--- src/rtl/wps_pkg.sv ---
// Shared types, constants and tables for the waypoint heading steering core.
package wps_pkg;

   localparam int QUEUE_DEPTH_DEF  = 64;
   localparam int CORDIC_STEPS_DEF = 14;

   // Input kinds
   localparam logic [1:0] KIND_LOAD    = 2'd0;
   localparam logic [1:0] KIND_POSE    = 2'd1;
   localparam logic [1:0] KIND_COLLECT = 2'd2;

   // Configuration register indexes
   localparam logic [2:0] REG_DEAD_BAND  = 3'd0;
   localparam logic [2:0] REG_MIN_TURN   = 3'd1;
   localparam logic [2:0] REG_STEER_GAIN = 3'd2;
   localparam logic [2:0] REG_ARRIVE_SQ  = 3'd3;
   localparam logic [2:0] REG_SKIP_COUNT = 3'd4;

   localparam logic [14:0] DEAD_BAND_RST  = 15'd1638;
   localparam logic [14:0] MIN_TURN_RST   = 15'd819;
   localparam logic [15:0] STEER_GAIN_RST = 16'd32768;
   localparam logic [31:0] ARRIVE_SQ_RST  = 32'd41943;
   localparam logic [1:0]  SKIP_COUNT_RST = 2'd2;

   // CORDIC angle constants, Q2.28 radians
   localparam logic signed [31:0] HALF_PI_Q28 = 32'sd421657428;
   // ceil(2^29 / 100): exact floor division by 100 for 22-bit numerators
   localparam logic [22:0] RECIP_100 = 23'd5368710;

   typedef struct packed {
      logic [1:0]         kind;
      logic               path_start;
      logic signed [15:0] coord_x;
      logic signed [15:0] coord_y;
      logic signed [15:0] heading;
   } item_type;

   typedef struct packed {
      logic [14:0] dead_band;
      logic [14:0] min_turn;
      logic [15:0] steer_gain;
      logic [31:0] arrive_dist_sq;
      logic [1:0]  skip_count;
   } cfg_type;

   typedef struct packed {
      logic signed [15:0] steer;
      logic               active;
      logic               arrived;
      logic               collected;
      logic               queue_full;
   } result_type;

   // atan(2^-i) in Q2.28
   function automatic logic signed [31:0] atan_q28(input logic [4:0] idx);
      logic signed [31:0] v;
      case (idx)
         5'd0:  v = 32'sd210828714;
         5'd1:  v = 32'sd124459457;
         5'd2:  v = 32'sd65760959;
         5'd3:  v = 32'sd33381290;
         5'd4:  v = 32'sd16755422;
         5'd5:  v = 32'sd8385879;
         5'd6:  v = 32'sd4193963;
         5'd7:  v = 32'sd2097109;
         5'd8:  v = 32'sd1048571;
         5'd9:  v = 32'sd524287;
         5'd10: v = 32'sd262144;
         5'd11: v = 32'sd131072;
         5'd12: v = 32'sd65536;
         5'd13: v = 32'sd32768;
         5'd14: v = 32'sd16384;
         5'd15: v = 32'sd8192;
         5'd16: v = 32'sd4096;
         5'd17: v = 32'sd2048;
         5'd18: v = 32'sd1024;
         5'd19: v = 32'sd512;
         default: v = 32'sd0;
      endcase
      return v;
   endfunction

endpackage

--- src/rtl/wps_front.sv ---
// Front end: accepts request transfers into a two-entry queue for the engine.
module wps_front (
   input  logic              clock,
   input  logic              reset,
   input  logic              req_tvalid,
   output logic              req_tready,
   input  logic [47:0]       req_tdata,   // coord_x, coord_y, heading
   input  logic [2:0]        req_tuser,   // kind[1:0], path_start
   output logic              item_valid,
   output wps_pkg::item_type item,
   input  logic              item_pop
);
   import wps_pkg::*;

   item_type   slot_ff [2];
   logic       wr_ptr_ff, wr_ptr_in;
   logic       rd_ptr_ff, rd_ptr_in;
   logic [1:0] cnt_ff, cnt_in;
   item_type   incoming;
   logic       push, pop;

   // unpack the transfer into item fields
   always_comb begin
      incoming.kind       = req_tuser[1:0];
      incoming.path_start = req_tuser[2];
      incoming.coord_x    = req_tdata[15:0];
      incoming.coord_y    = req_tdata[31:16];
      incoming.heading    = req_tdata[47:32];
   end

   assign req_tready = (cnt_ff != 2'd2);
   assign push       = req_tvalid && req_tready;
   assign item_valid = (cnt_ff != 2'd0);
   assign pop        = item_pop && item_valid;
   assign item       = slot_ff[rd_ptr_ff];

   // advance pointers and count
   always_comb begin
      wr_ptr_in = push ? ~wr_ptr_ff : wr_ptr_ff;
      rd_ptr_in = pop ? ~rd_ptr_ff : rd_ptr_ff;
      cnt_in    = cnt_ff + 2'(push) - 2'(pop);
   end

   always_ff @(posedge clock) begin
      if (reset) begin
         wr_ptr_ff <= 1'b0;
         rd_ptr_ff <= 1'b0;
         cnt_ff    <= 2'd0;
      end else begin
         wr_ptr_ff <= wr_ptr_in;
         rd_ptr_ff <= rd_ptr_in;
         cnt_ff    <= cnt_in;
      end
   end

   // hold queued payload
   always_ff @(posedge clock) begin
      if (push) begin
         slot_ff[wr_ptr_ff] <= incoming;
      end
   end

endmodule

--- config.mk ---
export PLATFORM = sky130hd
export DESIGN_NAME = wps_front
export DESIGN_NICKNAME = d
export VERILOG_FILES = /design/src/rtl/wps_pkg.sv /design/src/rtl/wps_front.sv
export SDC_FILE = /design/constraint.sdc
export NUM_CORES = 1
export LEC_CHECK = 0
export BUFFER_PORTS_ARGS = -buffer_cell sky130_fd_sc_hd__buf_4
export CORE_MARGIN = 3
export CORE_UTILIZATION = 51
export DETAILED_ROUTE_END_ITERATION = 7
export HOLD_SLACK_MARGIN = 0.12
export PLACE_DENSITY = 0.77
export SLEW_MARGIN = 0
export SYNTH_ARGS = -nofsm -noshare
export SYNTH_HDL_FRONTEND = slang
export SYNTH_SLANG_ARGS = --single-unit
--- constraint.sdc ---
create_clock -name clock -period 4.1 [get_ports clock]
set_clock_uncertainty 0.05 [all_clocks]
set_input_delay 0 -clock clock [delete_from_list [all_inputs] [get_ports clock]]
set_output_delay 0 -clock clock [all_outputs]
set_load 0.005 [all_outputs]
==> qor.csv <==
stage,metric,value,unit
yosys,Synthesis Warnings,0,
grt,pin count of the biggest net entering global routing,52,
cells_and_area,final non-filler cell area,5760,um^2
floorplan,Die Area,9310,um^2
cells_and_area,area grow syn2layout,38.1,%
placed_design,port buffer count,107,
placed_design,pre-CTS WS,1940,ps
placed_design,Placed Area,5020,um^2
drt,DR vias/cell,4.67,
clock_network,CTS Root Cell,clkbuf_8,
floorplan,FP Rows,32,
yosys,Netlist cell types,17,
clock_network,register clock-pin slew on the reported worst setup and hold paths,100,ps
yosys,number of synthesized register bits,107,
power,Pleak,2.28,nW
timing,part of the cycle the worst path needs,0.520,
clock_network,htree depth,3,
hold_path,Hold Path Stages,2,
critical_path,crit path DAT,2110,ps
cells_and_area,diode count,0,
floorplan,core area,7850,um^2
timing,FMAX,469,MHz
yosys,part of the Yosys area used for sequential elements,0.758,
critical_path,cells on worst reg2reg path,4,
drt,DRT Wirelength,7360,um
power,power per cell area,509,nW/um^2
run_status,status,"complete, no violations",
timing,hold_ws,315,ps
cells_and_area,FILL cells,477,
grt,Global Route Usage Sum,0.163,
cells_and_area,Nets,409,
critical_path,crit path max fanout,31,
cells_and_area,Final Core Density,0.734,
timing,Final Hold Viols,0,
timing,RSZ-0062 raised after global routing,no,
critical_path,CP endpoint kind,flip-flop,
critical_path,critical path type,reg2reg,
timing,Setup Total Neg Slack,0,ps
floorplan,Initial Util,0.532,
grt,Overflow after GRT,0,
critical_path,startpoint types,flip-flop,
drt,ANT nets after route,0,
hold_path,Hold WC Path Type,in2reg,
clock_network,CTS tree,yes,
timing,Least-Margin Pin Slew,946,ps
cells_and_area,Layout Cells excl Fill,459,
drt,Pre-antenna DRT Iters,4,
yosys,Avg Inst Size Synth,22.8,um^2
clock_network,Longest Clk Path Bufs,2,
placed_design,# placed instances,388,
clock_network,# clock sinks,107,
timing,slack of the critical path,1970,ps
grt,initial antenna violation count,0,
yosys,Synth Instances,183,
grt,first-pass GRT wire length,11100,um
yosys,syn nets,240,
clock_network,CTS Buf Count,9,
placed_design,GP Congestion,0.726,
drt,DRT iter0 DRCs,78,
drt,DR WL/cell,16.0,um
timing,"Slew Viols, Final",0,
cells_and_area,share of layout cells above drive strength 1,0.510,
clock_network,worst skew pair latency,350,ps
floorplan,chip width,96.5,um
placed_design,Detailed Place HPWL,4520,um
drt,drc violations,0,
critical_path,Required @ worst endpoint,4080,ps
floorplan,Die H,96.5,um
power,total power,2.93,mW
timing,max_slew headroom,0.370,
grt,vias in the first global route,2282,
timing,Final Critical Period,2130,ps
yosys,mapped cell area,4170,um^2
floorplan,IO Count,108,
power,worst IR drop on VDD,0.000454,V
drt,vias,2144,
run,total of max-cap violations,0,
timing,final setup fails,0,
-- synthesized netlist by cell type (all sizes together) --
cell    count  share of area
edfxtp    102           0.73
mux2       52           0.19
buf         6          0.027
dfxtp       5          0.024
nor2        5         0.0045
ha          2         0.0060
nor2b       2         0.0030
xnor2       2         0.0042
and3        1         0.0015
inv         1        0.00090
nand2       1         0.0015
nand2b      1         0.0021
o21a        1         0.0021
or2         1         0.0015
xor2        1         0.0021
-- where the power goes --
part	total [mW]	internal, mW	switching, mW
Clock	0.608	0.280	0.328
Sequential	1.50	1.37	0.128
Combinational	0.820	0.552	0.268
Total	2.93	2.21	0.725
-- cells in the final DEF, fill, tap and decap left out --
cell type / n
dlygate4sd3_1: 55
clkinv_4: 1
nand2_2: 1
o21a_2: 1
inv_6: 1
xor2_1: 1
dfxtp_1: 4
nand2b_2: 1
and3_2: 1
xnor2_1: 2
bufinv_16: 1
mux2_2: 1
mux2_4: 51
or2_2: 1
dfxtp_4: 1
nor2_4: 1
inv_1: 1
ha_1: 2
clkbuf_8: 9
buf_4: 109
nor2_1: 4
clkinvlp_4: 1
nor2b_1: 2
edfxtp_1: 102
clkinv_2: 1
clkinv_1: 2
-- what timing repair did --
action	CTS	global route
hold buffers	55	0
hold endpoints to repair	107	0
setup buffers	0	0
gates resized for setup	0	0
-- layer usage --
| layer | global-route usage | share of wire | vias to the layer above |
|---|---|---|---|
| met5 | 0 | 0 | - |
| met4 | 0.0689 | 0.0091 | 0 |
| met2 | 0.291 | 0.53 | 75 |
| met3 | 0.0387 | 0.063 | 8 |
| met1 | 0.186 | 0.40 | 1017 |
| li1 | - | - | 1044 |
-- worst max-delay path, cell delays in order, from the launching register on --
cell      delay, ps
dfxtp_1         370
nand2b_2        160
nand2_2         100
nor2_4          690
buf_4           430
-- final timing paths --
| kind | from | endpoint | slack [ps] |
|---|---|---|---|
| max | cnt_ff[0] | slot_ff[0][31] | 1970 |
| min | req_tdata[23] | slot_ff[1][23] | 320 |
| max reg2reg | cnt_ff[0] | slot_ff[0][31] | 1970 |
| min reg2reg | rd_ptr_ff | rd_ptr_ff | 500 |
-- cell families after synthesis --
logic type               synth area share
AO/OA/AOI/OAI                     0.00210
XOR/XNOR                          0.00630
adder cells (fa/ha/maj)           0.00599
buffers and inverters              0.0276
flip-flops                          0.758
multiplexers                        0.186
AND/OR/NAND/NOR                    0.0141
-- sequential cells by signal, indices dropped and copies added, names as in the netlist, named ones only --
| name | count |
|---|---|
| wr_ptr_ff | 1 |
| cnt_ff | 2 |
| slot_ff | 102 |
| rd_ptr_ff | 1 |
-- cell type report --
type                            count  area, um^2  share of cell area
Clock inverter                      7        67.6              0.0117
Sequential cell                   107        3170               0.550
Multi-Input combinational cell     69         905               0.157
Clock buffer                        9         124              0.0215
Inverter                            1        3.75            0.000651
Timing Repair Buffer              164        1370               0.238
Tap cell                          102         128              0.0221
No activity file was read; power rests on OpenSTA's default activity.
